===== src/hw/rtl/bfsp_pkg.sv =====
package bfsp_pkg;

	// default sizes
	localparam int MAX_NODES_DEF = 64;
	localparam int MAX_EDGES_DEF = 1024;

	// fixed field widths
	localparam int NODE_W   = 6;
	localparam int CNT_W    = 7;
	localparam int WEIGHT_W = 32;
	localparam int DIST_W   = 48;

	localparam logic signed [DIST_W-1:0] INT_MAX_DIST = 48'sd2147483647;

	// configuration register indexes
	localparam logic CFG_NODE_COUNT  = 1'b0;
	localparam logic CFG_SOURCE_NODE = 1'b1;

	// one stored edge
	typedef struct packed {
		logic [NODE_W-1:0]          from_node;
		logic [NODE_W-1:0]          to_node;
		logic signed [WEIGHT_W-1:0] weight;
	} edge_ent_t;

	// one distance entry
	typedef struct packed {
		logic                     ok;
		logic signed [DIST_W-1:0] val;
	} dist_ent_t;

	typedef enum logic [2:0] {
		ST_IDLE,
		ST_INIT,
		ST_EDGE_RD,
		ST_DIST_RD,
		ST_RELAX,
		ST_PASS_END,
		ST_NEG,
		ST_OUT
	} state_t;

	// controller to datapath
	typedef struct packed {
		logic              load;
		logic              clear_edges;
		logic              ptr_clr;
		logic              edge_rd;
		logic              dist_rd;
		logic              relax;
		logic              init_wr;
		logic              out_rd;
		logic              out_last;
		logic              neg_emit;
		logic [NODE_W-1:0] node;
	} cmd_t;

	// datapath to controller
	typedef struct packed {
		logic [CNT_W-1:0] n_eff;
		logic             edges_done;
		logic             upd;
	} stat_t;

endpackage


===== src/hw/rtl/bfsp_ctrl.sv =====
module bfsp_ctrl (
	input  logic            clk,
	input  logic            arst_n,
	input  logic            start,
	input  logic            req_type,
	input  bfsp_pkg::stat_t stat,
	output bfsp_pkg::cmd_t  cmd,
	output logic            busy
);

	bfsp_pkg::state_t state_q, state_d;
	logic [bfsp_pkg::CNT_W-1:0] i_q;
	logic [bfsp_pkg::CNT_W-1:0] pass_q;
	logic                       changed_q;
	logic [bfsp_pkg::CNT_W-1:0] n_last;
	logic                       i_at_last;
	logic                       pass_at_last;

	assign n_last       = stat.n_eff - bfsp_pkg::CNT_W'(1);
	assign i_at_last    = (i_q == n_last);
	assign pass_at_last = (pass_q == n_last);
	assign busy         = (state_q != bfsp_pkg::ST_IDLE);

	// next state
	always_comb begin
		state_d = state_q;
		case (state_q)
			bfsp_pkg::ST_IDLE: begin
				if (start && req_type) state_d = bfsp_pkg::ST_INIT;
			end
			bfsp_pkg::ST_INIT: begin
				if (i_at_last) state_d = bfsp_pkg::ST_EDGE_RD;
			end
			bfsp_pkg::ST_EDGE_RD: begin
				state_d = stat.edges_done ? bfsp_pkg::ST_PASS_END : bfsp_pkg::ST_DIST_RD;
			end
			bfsp_pkg::ST_DIST_RD: state_d = bfsp_pkg::ST_RELAX;
			bfsp_pkg::ST_RELAX:   state_d = bfsp_pkg::ST_EDGE_RD;
			bfsp_pkg::ST_PASS_END: begin
				if (!changed_q) state_d = bfsp_pkg::ST_OUT;
				else if (pass_at_last) state_d = bfsp_pkg::ST_NEG;
				else state_d = bfsp_pkg::ST_EDGE_RD;
			end
			bfsp_pkg::ST_NEG: state_d = bfsp_pkg::ST_IDLE;
			bfsp_pkg::ST_OUT: begin
				if (i_at_last) state_d = bfsp_pkg::ST_IDLE;
			end
			default: state_d = bfsp_pkg::ST_IDLE;
		endcase
	end

	// commands
	always_comb begin
		cmd = '0;
		case (state_q)
			bfsp_pkg::ST_IDLE: begin
				cmd.load = start && !req_type;
			end
			bfsp_pkg::ST_INIT: begin
				cmd.init_wr = 1'b1;
				cmd.ptr_clr = 1'b1;
				cmd.node    = i_q[bfsp_pkg::NODE_W-1:0];
			end
			bfsp_pkg::ST_EDGE_RD: begin
				cmd.edge_rd = !stat.edges_done;
			end
			bfsp_pkg::ST_DIST_RD: cmd.dist_rd = 1'b1;
			bfsp_pkg::ST_RELAX:   cmd.relax = 1'b1;
			bfsp_pkg::ST_PASS_END: begin
				cmd.ptr_clr     = 1'b1;
				cmd.clear_edges = !changed_q || pass_at_last;
			end
			bfsp_pkg::ST_NEG: cmd.neg_emit = 1'b1;
			bfsp_pkg::ST_OUT: begin
				cmd.out_rd   = 1'b1;
				cmd.out_last = i_at_last;
				cmd.node     = i_q[bfsp_pkg::NODE_W-1:0];
			end
			default: cmd = '0;
		endcase
	end

	// state, node counter, pass counter, change flag
	always_ff @(posedge clk or negedge arst_n) begin
		if (!arst_n) begin
			state_q   <= bfsp_pkg::ST_IDLE;
			i_q       <= '0;
			pass_q    <= '0;
			changed_q <= 1'b0;
		end else begin
			state_q <= state_d;
			case (state_q)
				bfsp_pkg::ST_IDLE: begin
					i_q       <= '0;
					pass_q    <= '0;
					changed_q <= 1'b0;
				end
				bfsp_pkg::ST_INIT: begin
					i_q <= i_at_last ? '0 : i_q + bfsp_pkg::CNT_W'(1);
				end
				bfsp_pkg::ST_RELAX: begin
					if (stat.upd) changed_q <= 1'b1;
				end
				bfsp_pkg::ST_PASS_END: begin
					i_q <= '0;
					if (changed_q && !pass_at_last) begin
						pass_q    <= pass_q + bfsp_pkg::CNT_W'(1);
						changed_q <= 1'b0;
					end
				end
				bfsp_pkg::ST_OUT: i_q <= i_q + bfsp_pkg::CNT_W'(1);
				default: ;
			endcase
		end
	end

endmodule


===== config.mk =====
export PLATFORM = sky130hd
export DESIGN_NAME = bfsp_ctrl
export DESIGN_NICKNAME = d
export VERILOG_FILES = /design/src/hw/rtl/bfsp_pkg.sv /design/src/hw/rtl/bfsp_ctrl.sv
export SDC_FILE = /design/constraint.sdc
export NUM_CORES = 1
export LEC_CHECK = 0
export BUFFER_PORTS_ARGS = -buffer_cell sky130_fd_sc_hd__buf_2
export CORE_ASPECT_RATIO = 1.25
export CORE_UTILIZATION = 59
export DETAILED_ROUTE_END_ITERATION = 16
export PLACE_DENSITY = 0.95
export SETUP_SLACK_MARGIN = 0.3
export SYNTH_ARGS = -nofsm -noshare
export SYNTH_HDL_FRONTEND = slang
export SYNTH_SLANG_ARGS = --single-unit

===== constraint.sdc =====
create_clock -name clk -period 3.95 [get_ports clk]
set_input_delay 0.395 -clock clk [delete_from_list [all_inputs] [get_ports clk]]
set_output_delay 0.395 -clock clk [all_outputs]
set_load 0.01 [all_outputs]

# Yosys cells after proc, flatten, opt, wreduce, memory -nomap -nowiden
# Index checks and enable logic that the tools add are counted.
# totals
reg_bits	18
inputBits	13
output_inout_bits	17
word_cells	64
# classes
add_sub_neg	3
eq_ne	14
n_mux	24
reduce_logical	19
# ops
cell	count
case mux 3 bit (8 select lines)	1
case mux 7 bit (3 select lines)	1
two-way mux 3 bit	6
adder 7 x 1 -> 7 bit, second input constant	2
equality test 7 bit	2
two-way mux 7 bit	2
case mux 7 bit (2 select lines)	1
equality test 3 bit, second input constant	4
two-way mux 1 bit	10
inequality test 2 bit, second input constant	5
nonzero test 3 bit	3
subtractor 7 x 1 -> 7 bit, second input constant	1
equality test 3 x 2 -> 1 bit, second input constant	2
two-way mux 6 bit	1
AND reduction 3 bit	2
OR reduction 2 bit	3
zero test 1 bit	4
equality test 3 x 1 -> 1 bit, second input constant	1
logical AND 1 bit	3
zero test 3 bit	1
case mux 1 bit (3 select lines)	1
two-way mux 2 bit	1
AND reduction 2 bit	1
nonzero test 2 bit	1
logical OR 1 bit	1

# Depth between registers and ports, before layout
# Gate-level depths: netlist of the first run.
# logic_depth
ltp_word	6
depth_mapped	9
depth_no_buf	8

# Least setup slack after synthesis of the first run
# Ideal clock, no wire load.
# synth_path
path_type	input to output
startpoint	input port stat[2] (netlist name)
endpoint	output port cmd[14] (netlist name)
arrival_time_ps	2294
t_required_ps	3555
path_slack_ps	1261
stages	9
path_buffers	1
cell_sequence	inv_1 > ha_1 > xnor2_1 > or3_2 > a2111o_1 > a2111oi_4 > buf_6 > nor2_1 > inv_1
# synth_rtl
element	line	text
start, declared	bfsp_ctrl.sv:6	input bfsp_pkg::stat_t stat,
end, declared	bfsp_ctrl.sv:7	output bfsp_pkg::cmd_t cmd,

==> results.md, run 1 <==
* Aggregate global routing overflow at 0
* RSZ-0062 raised after global routing: no
* Final Setup Violations at 0
* VDD IR-drop max at 0.4588 mV
* Num Clock Sinks at 18
* CTS H-tree depth at 1
* Critical path startpoint: state_q[2]
* N_diodes at 0
* Relative slew slack at 56.42%
* Ys async rst share at 100.0%
* Die Y-Extent at 59.29 µm
* Yosys top cell by area: dfrtp_1
* Commonest non-fill, non-tap cell in the layout: buf_2
* Clock Power Share at 13.0%
* Comb pwr share at 54.1%
* Post-DP HPWL at 2681 µm
* Psw at 450.9 µW
* Top_reg_cell synth: dfrtp_1
* PwrDens at 527.7 mW/mm²
* Mapped Nets at 204
* R2r startpoint: state_q[2]
* Post-synthesis instance total at 188
* Flop pwr share at 32.9%
* Max Clock Skew at 11.77 ps
* # fillers at 224
* Fin cells at 252
* Layout cell share with drive strength beyond 1 at 23.29%
* Crit path launch type: flip-flop
* Area fraction of the dominant cell type after synthesis at 29.08%
* Initial core utilization at 63.16%
* Total global-route track usage at 28.39%
* Nets at 236
* Pin slew with the least headroom to its limit at 650.8 ps
* Gpl congestion at 0.8391
* Footprint of the multi-input gates at 993.5 µm²
* Final ANT Viol Nets at 0
* Placement Setup Slack at 733.6 ps
* Synth Register Bits at 18
* Final min period at 3432 ps
* Fin Setup TNS at 0 ps
* CTS root buf: clkbuf_4
* Hold Path Class: input port to asynchronous set/reset pin
* Most frequent cells in the layout: buf_2, nor2_1, dfrtp_1
* Vias in the first global route at 1,386
* Global-route wire length before repair at 5809 µm
* Worst Path Required at 3560 ps
* Post-cts sizing count at 0
* WL/cell at 14.77 µm
* Post-synth EDFFs at 0
* Clk_lat worst skew at 310 ps
* WL final at 3722 µm
* Die Area at 0.002836 mm²
* Failing checks: negative hold slack
* Port Buffer Count at 29
* Sequential-to-total area share from yosys stat at 29.08%
* P_int at 476.1 µW
* IO Count at 30
* FF/Latch Area at 450.4 µm²
* Yosys warning count at 0
* P_leak at 0.8023 nW
* Final worst slack at 518.2 ps
* Worst Path Arrival at 3040 ps
* Achievable Freq at 0.2914 GHz
* Core Region at 0.002452 mm²
* Final Hold Viols at 3
* Iteration-0 DRC Markers at 59
* Unique masters post-synth at 50
* Synth area leaders: dfrtp_1, xnor2_1, nor2_1, xor2_1, a21oi_1
* Synthesized area at 0.001549 mm²
* Row cnt at 20
* CP max FO at 19
* Vias/cell at 6.071
* Vias at 1,530
* Cts hold-fix bufs at 0
* CTS tree: done
* Remaining DRCs at 0
* Largest net degree at the start of global routing at 20
* Die width at 47.83 µm
* Area grow syn2layout at 13.41%
* Clk slew on worst S/H paths at 120 ps
* Post-CTS Repair Setup Buffers at 0
* Period utilization at 86.88%
* Switching share of power at 48.64%
* Avg Cell Area, Syn at 8.239 µm²
* Outcome: finished with violations
* Max cap viols at 0
* Max Slew Vio Count at 0
* CP Capture Type: output port
* Hold_ws at -2.416 ps
* Clock Tree Buf Depth at 2
* Initial antenna violation count at 0
* Crit Path Category: flip-flop to output port
* Cells after DPL at 244
* Num CTS Buffers at 3
* Drt first pass iters at 4
-- metal layers --
metal  vias to the layer above  share of wire [%]  global-route usage [%]
met5                         -                  0                       0
met4                         0                1.7                   13.10
li1                        742                  -                       -
met1                       727                 42                   36.24
met2                        54                 53                   46.33
met3                         7                3.4                   3.354
-- cells by family (layout without fill, tap and decap cells) --
kind of cell / count (synthesis) / in the layout / share of synthesized area (%)
simple gates: 80 / 80 / 28.11
compound gates: 45 / 45 / 20.92
xor+xnor: 20 / 20 / 11.31
buf+inv: 20 / 51 / 6.784
flops: 18 / 18 / 29.08
fa+ha+maj: 3 / 3 / 2.424
mux: 2 / 2 / 1.373
-- cell type report --
| type | count | share of cell area, % |
|---|---|---|
| Inverter | 12 | 2.564 |
| Multi-Input combinational cell | 150 | 56.55 |
| Clock buffer | 4 | 2.066 |
| Timing Repair Buffer | 35 | 10.83 |
| Sequential cell | 18 | 25.64 |
| Tap cell | 33 | 2.350 |
-- stage by stage --
step / hold slack [ps] / power [mW] / util [%] / instance area, µm²
global placement: 351.9 / 0.7850 / 68.93 / 1690
CTS: 18.68 / 0.9183 / 70.41 / 1727
detailed placement: 358.3 / 0.7969 / 68.93 / 1690
global route: 13.02 / 0.9995 / 71.63 / 1757
finish: -2.416 / 0.9270 / 71.63 / 1757
floorplan: 99.41 / 0.6659 / - / 1549
-- sequential cells by signal (all words and copies together) (netlist names) --
| name | cells |
|---|---|
| i_q | 7 |
| state_q | 3 |
| pass_q | 7 |
| changed_q | 1 |
-- synth_stat cells, drive strengths merged, types with 2 or more instances --
master   n
a21oi   13
a221oi   2
a31oi    2
and3     4
buf      5
clkbuf   3
dfrtp   18
ha       3
inv     11
nand2   15
nand2b   3
nand3    6
nand3b   3
nor2    23
nor2b    4
nor3     4
nor3b    3
nor4     2
o211ai   2
o21ai    7
o221ai   2
o31ai    5
or3      4
or4      5
or4b     2
xnor2   12
xor2     8
-- worst max-delay path: stages, from the launching register on --
cell and delay (ps):
dfrtp_1 670, nand3b_1 320, or3_2 540, a2111o_1 430, a2111oi_4 480, nor2_1 110
inv_1 70, buf_2 120
-- worst paths after layout --
path | endpoint | slack, ps | cells past startpoint
max in group asynchronous | changed_q | 3640 | 1
hold reg to reg | i_q[6] | 590 | 2
hold / removal | i_q[5] | -2 | 1
min in group clk | state_q[2] | 390 | 3
setup reg to reg | pass_q[0] | 890 | 7
setup / recovery | cmd[14] | 520 | 7
-- power by group through the flow --
stage / Clock [mW] / Sequential (mW) / Combinational, mW
final: 0.121 / 0.305 / 0.502
after global routing: 0.129 / 0.312 / 0.559
after CTS: 0.120 / 0.301 / 0.497
after detailed placement: 0 / 0.304 / 0.493
after global placement: 0 / 0.301 / 0.484
after floorplan: 0 / 0.273 / 0.393
Note: power is estimated with default switching activity, not from simulation.
==> inputs of run 2 (changes only) <==
Settings changed: BUFFER_PORTS_ARGS -buffer_cell sky130_fd_sc_hd__buf_2 to -buffer_cell sky130_fd_sc_hd__buf_4, RECOVER_POWER set to 50.
==> run 2 against run 1 <==
  * The flow now finishes without violations
  * Wire length down 1.3%
  * Critical endpoint unchanged
  * Count of clock-buffer cells in the layout unchanged
  * Final area increased by 1.5%
  * Non-clock buffer count is 2 lower
  * Clock skew fell by 11 ps
  * Register-to-register slack better by 260 ps
  * Sequential power decreased by 7.2%
  * Utilization is 1.1 points higher
  * Combinational power up 7.0%
  * Via count is 2.0% higher
  * Cell count shrank 0.79%
  * Flip-flop and latch count unchanged
  * Largest power group unchanged
==> results.md, run 2 (synthesized netlist as in run 1, its figures left out) <==
* Slowest CP cell: a2111oi_4
* Remaining DRCs at 0 (unchanged)
* Clk_lat worst skew at 290 ps (-20 ps)
* Num Clock Sinks at 18 (unchanged)
* Critical path startpoint: state_q[1]
* Worst Path Arrival at 2950 ps (-90 ps)
* Vias/cell at 6.240 (+2.8%)
* Crit-path cells: nand3b_1 -> or3_2 -> a2111o_1 -> a2111oi_4 -> nor2_1 -> inv_1 -> buf_4
* CP Capture Type: output port
* Fin Setup TNS at 0 ps (unchanged)
* Total global-route track usage at 27.95% (-0.44 points)
* Achievable Freq at 0.2993 GHz (+2.7%)
* Port Buffer Count at 29 (unchanged)
* IO Count at 30 (unchanged)
* FF/Latch Area at 450.4 µm² (unchanged)
* Hold Path Class: input port to flip-flop
* Pin slew with the least headroom to its limit at 984.7 ps (+333.9 ps)
* Highest metal used: met4
* Post-DP HPWL at 2674 µm (-0.26%)
* Routed wl met3 at 143 µm (+13%)
* Crit Path Category: flip-flop to output port
* Crit path launch type: flip-flop
* Hold path start: stat[1]
* Slowest stage delay, CP at 670 ps (about the same)
* Global-route wire length before repair at 5796 µm (-0.22%)
* Design Power at 935.0 µW (+0.86%)
* VDD IR-drop max at 0.3987 mV (-13%)
* Core Region at 0.002452 mm² (unchanged)
* Final Hold Viols at 0 (-3)
* Biggest regs: i_q: 7 flops, pass_q: 7 flops, state_q: 3 flops
* CTS root buf: clkbuf_4
* Fin cells at 250 (-0.79%)
* Nets at 234 (-0.85%)
* Initial antenna violation count at 0 (unchanged)
* Outcome: finished clean
* Largest net degree at the start of global routing at 19 (-5.0%)
* WL final at 3674 µm (-1.3%)
* Iteration-0 DRC Markers at 61 (+3.4%)
* Area grow syn2layout at 15.10%
* Max Slew Vio Count at 0 (unchanged)
* CP max FO at 16 (-3)
* N_diodes at 0 (unchanged)
* Period utilization at 84.58% (-2.3 points)
* Worst Path Required at 3560 ps (about the same)
* Drt first pass iters at 4 (unchanged)
* Die Y-Extent at 59.29 µm (unchanged)
* RSZ-0062 raised after global routing: no
* Cells after DPL at 245 (+0.41%)
* Final ANT Viol Nets at 0 (unchanged)
* Max cap viols at 0 (unchanged)
* Relative slew slack at 34.35% (-22 points)
* Aggregate global routing overflow at 0 (unchanged)
* Most frequent cells in the layout: nor2_1, buf_4, dfrtp_1
* R2r startpoint: state_q[1]
* Row cnt at 20 (unchanged)
* Clock Tree Buf Depth at 2 (unchanged)
* PwrDens at 524.4 mW/mm² (-0.63%)
* Initial core utilization at 63.16% (unchanged)
* Vias at 1,560 (+2.0%)
* Wire length on met2 at 1911 µm (-2.5%)
* # fillers at 205 (-8.5%)
* Layout cell share with drive strength beyond 1 at 17.97% (-5.3 points)
* Cells on Worst Hold Path at 3
* Final Util at 72.70% (+1.1 points)
* P_leak at 0.7671 nW (-4.4%)
* Vias in the first global route at 1,368 (-1.3%)
* Clk slew on worst S/H paths at 100 ps (-20 ps)
* Max Clock Skew at 0.7550 ps (-11.02 ps)
* WL/cell at 14.70 µm (-0.50%)
* Post-cts sizing count at 0 (unchanged)
* Routed length on met1 at 1531 µm (-2.5%)
* CTS H-tree depth at 1 (unchanged)
* Final Setup Violations at 0 (unchanged)
* Gpl congestion at 0.8335 (-0.67%)
* Footprint of the multi-input gates at 993.5 µm² (unchanged)
* R2R depth at 6 (-1)
* Num CTS Buffers at 3 (unchanged)
* Die Area at 0.002836 mm² (unchanged)
* Die width at 47.83 µm (unchanged)
* Final min period at 3341 ps (-90.96 ps)
* CTS tree: done
==> run 2: area by class of cell <==
type | instances | share of cell area, %
Clock buffer | 4 | 2.035
Inverter | 12 | 2.526
Sequential cell | 18 | 25.26
Multi-Input combinational cell | 150 | 55.72
Timing Repair Buffer | 33 | 12.14
Tap cell | 33 | 2.316
==> run 2: timing repair <==
action,in CTS,in global routing
endpoints found under the hold margin,18,0
buffers inserted,0,0
hold buffers,1,0
setup endpoints to repair,0,0
==> run 2: layer usage <==
metal / track usage, % / vias up
li1: - / 740
met1: 35.40 / 758
met2: 47.88 / 51
met3: 2.134 / 11
met4: 10.32 / 0
met5: 0 / -
==> run 2: path summary, 6_finish.rpt <==
kind	endpoint	slack [ps]
max	cmd[14]	610
min	state_q[2]	400
max reg2reg	changed_q	1150
min reg2reg	i_q[6]	580
max in group asynchronous	i_q[1]	2590
min in group asynchronous	i_q[3]	770
==> run 2: through the flow <==
stage | cell area [µm²] | hold WS [ps] | setup WS (ps)
3_5_place_dp | 1770 | 276.8 | 715.8
4_1_cts | 1817 | 404.4 | 619.5
3_3_place_gp | 1770 | 277.8 | 803.6
2_1_floorplan | 1549 | 99.41 | 1261
6_report | 1783 | 403.1 | 609.2
5_1_grt | 1783 | 433.3 | 409.7
==> run 2: power breakdown <==
group / internal [mW] / switching (mW) / total (mW)
clock network: 0.0562 / 0.0588 / 0.115
registers: 0.227 / 0.0565 / 0.283
logic: 0.199 / 0.338 / 0.537
==> run 2: worst max-delay path, delay by kind of cell, from the launching register on <==
kind / cells / cell delay [ps]
DFF: 1 / 390
AOI/OAI and AO/OA: 2 / 1110
buffers and inverters: 2 / 200
and+or+nand+nor: 3 / 940
==> inputs of run 3 (changes only) <==
Settings changed: CORE_UTILIZATION 59 to 50, PLACE_DENSITY 0.95 to 0.87.
Clock period 3.95 ns to 3 ns, I/O delays scaled along.
==> run 3 against run 2 <==
  * Power up 34%
  * Setup slack worse by 220 ps
  * Cell count up 4.8%
  * Register-to-register slack worse by 590 ps
  * First-iteration DRC count down 23%
  * Non-clock buffer count up 10
  * Utilization down 8.9 points
  * Flip-flop and latch count unchanged
  * Clock skew up 4.5 ps
  * Clock power up 7%
  * Worst hold slack worse by 110 ps
  * Sequential share of layout area down 1.2 points
  * Critical endpoint unchanged
  * Largest cell class unchanged
  * Largest power group unchanged
==> results.md, run 3 (synthesized netlist as in run 1, its figures left out) <==
* RR Endpoint: pass_q[0]
* WL final at 3686 µm (+0.33%)
* Global-route wire length before repair at 5961 µm (+2.8%)
* Drt first pass iters at 4 (unchanged)
* Initial core utilization at 52.59% (-11 points)
* Period utilization at 86.95%
* Worst Path Required at 2700 ps (-860 ps)
* Max cap viols at 0 (unchanged)
* Vias/cell at 5.973 (-4.3%)
* Die Area at 0.003326 mm² (+17%)
* Crit path launch type: flip-flop
* Final Util at 63.81% (-8.9 points)
* Num CTS Buffers at 3 (unchanged)
* Port Buffer Count at 29 (unchanged)
* CTS tree: done
* Total global-route track usage at 23.57% (-4.4 points)
* VDD IR-drop max at 0.5413 mV (+36%)
* Max Slew Vio Count at 0 (unchanged)
* Design Power at 1.250 mW (+34%)
* Largest net degree at the start of global routing at 19 (unchanged)
* Fin Setup TNS at 0 ps (unchanged)
* Vias at 1,565 (+0.32%)
* Hold Path Class: input port to flip-flop
* Achievable Freq at 0.3834 GHz
* Area grow syn2layout at 21.32%
* Final worst slack at 391.6 ps (-217.5 ps)
* Gpl congestion at 0.8403 (+0.82%)
* R2r startpoint: pass_q[0]
* Iteration-0 DRC Markers at 47 (-23%)
* Vias in the first global route at 1,437 (+5.0%)
* Clk_lat worst skew at 300 ps (about the same)
* N_diodes at 0 (unchanged)
* Clk slew on worst S/H paths at 100 ps (about the same)
* Commonest non-fill, non-tap cell in the layout: buf_4
* CP Capture Type: output port
* Post-DP HPWL at 2668 µm (-0.22%)
* Worst Path Arrival at 2310 ps (-640 ps)
* PwrDens at 665.0 mW/mm² (+27%)
* IO Count at 30 (unchanged)
* Most frequent cells in the layout: buf_4, nor2_1, dfrtp_1
* Crit Path Category: flip-flop to output port
* Pin slew with the least headroom to its limit at 995.9 ps (+11.17 ps)
* Row cnt at 22 (+10%)
* Cells on Worst Hold Path at 3 (unchanged)
* Hold path endpoint: state_q[2]
* Final min period at 2608 ps
* Biggest regs: i_q: 7 flops, pass_q: 7 flops, state_q: 3 flops
* Cells after DPL at 251 (+2.4%)
* Relative slew slack at 33.61% (-0.74 points)
* Outcome: finished clean
* Die Y-Extent at 64.23 µm (+8.3%)
* Nets at 244 (+4.3%)
* Remaining DRCs at 0 (unchanged)
* WL/cell at 14.07 µm (-4.3%)
* Fin cells at 262 (+4.8%)
* Final Setup Violations at 0 (unchanged)
* Max Clock Skew at 5.222 ps (+4.467 ps)
* Final Hold Viols at 0 (unchanged)
* # fillers at 264 (+29%)
* Aggregate global routing overflow at 0 (unchanged)
* P_leak at 0.8104 nW (+5.6%)
* Critical path startpoint: pass_q[0]
* Layout cell share with drive strength beyond 1 at 24.78% (+6.8 points)
* Placement Setup Slack at 220.9 ps (-494.9 ps)
* Hold path start: stat[1]
* CTS H-tree depth at 1 (unchanged)
* Initial antenna violation count at 0 (unchanged)
* Die width at 51.79 µm (+8.3%)
* CP max FO at 5 (-11)
* Clock Tree Buf Depth at 2 (unchanged)
* CTS root buf: clkbuf_4
* Reg2reg setup slack at 560 ps (-590 ps)
* R2R depth at 7 (+1)
* RSZ-0062 raised after global routing: no
* Num Clock Sinks at 18 (unchanged)
* Core Region at 0.002945 mm² (+20%)
* Final ANT Viol Nets at 0 (unchanged)
==> run 3: area by class of cell <==
class / count / area, µm² / share of cell area (%)
sequential: 18 / 451.7 / 24.03
inverter: 12 / 45.04 / 2.397
tap: 36 / 45.04 / 2.397
timing repair buffer: 43 / 295.3 / 15.71
clock buffer: 3 / 22.52 / 1.198
multi-input combinational: 150 / 1020 / 54.26
==> run 3: how the worst max path moves through the flow <==
stage,slack (ps),cells after the start,end
after floorplan,500,9,cmd[14]
after global placement,280,10,pass_q[2]
after detailed placement,220,10,pass_q[2]
after CTS,310,7,cmd[14]
after global routing,250,9,cmd[7]
final,390,7,cmd[14]
==> run 3: what timing repair did <==
| action | in CTS | in global routing |
|---|---|---|
| pin swaps | 1 | 6 |
| setup buffers | 2 | 5 |
| resized for setup | 0 | 8 |
| hold buffers | 1 | 0 |
| endpoints found under the setup margin | 2 | 6 |
| hold endpoints to repair | 18 | 0 |
==> run 3: routing by layer <==
metal,track usage (%),vias up,share of wire (%)
met4,10.14,0,1.4
met1,28.42,749,43
li1,-,759,-
met2,40.10,50,51
met3,4.048,7,4.0
met5,0,-,0
==> run 3: per-stage QoR <==
| step | hold WS, ps | area (µm²) |
|---|---|---|
| global placement | 181.0 | 1797 |
| floorplan | 4.409 | 1549 |
| detailed placement | 180.7 | 1797 |
| global route | 293.4 | 1879 |
| CTS | 296.5 | 1844 |
| finish | 297.7 | 1879 |
==> run 3: report_power, final <==
part           switching (mW)  internal, mW
Clock                  0.0765        0.0469
Combinational           0.452         0.304
Sequential             0.0703         0.300
Total                   0.599         0.651
==> run 3: worst max-delay path, cell delays in order, from the launching register on <==
cell and delay (ps):
dfrtp_2 460, xnor2_1 150, or3_2 460, a2111o_1 330, a2111oi_4 360, nor2_2 80
inv_1 60, buf_4 110
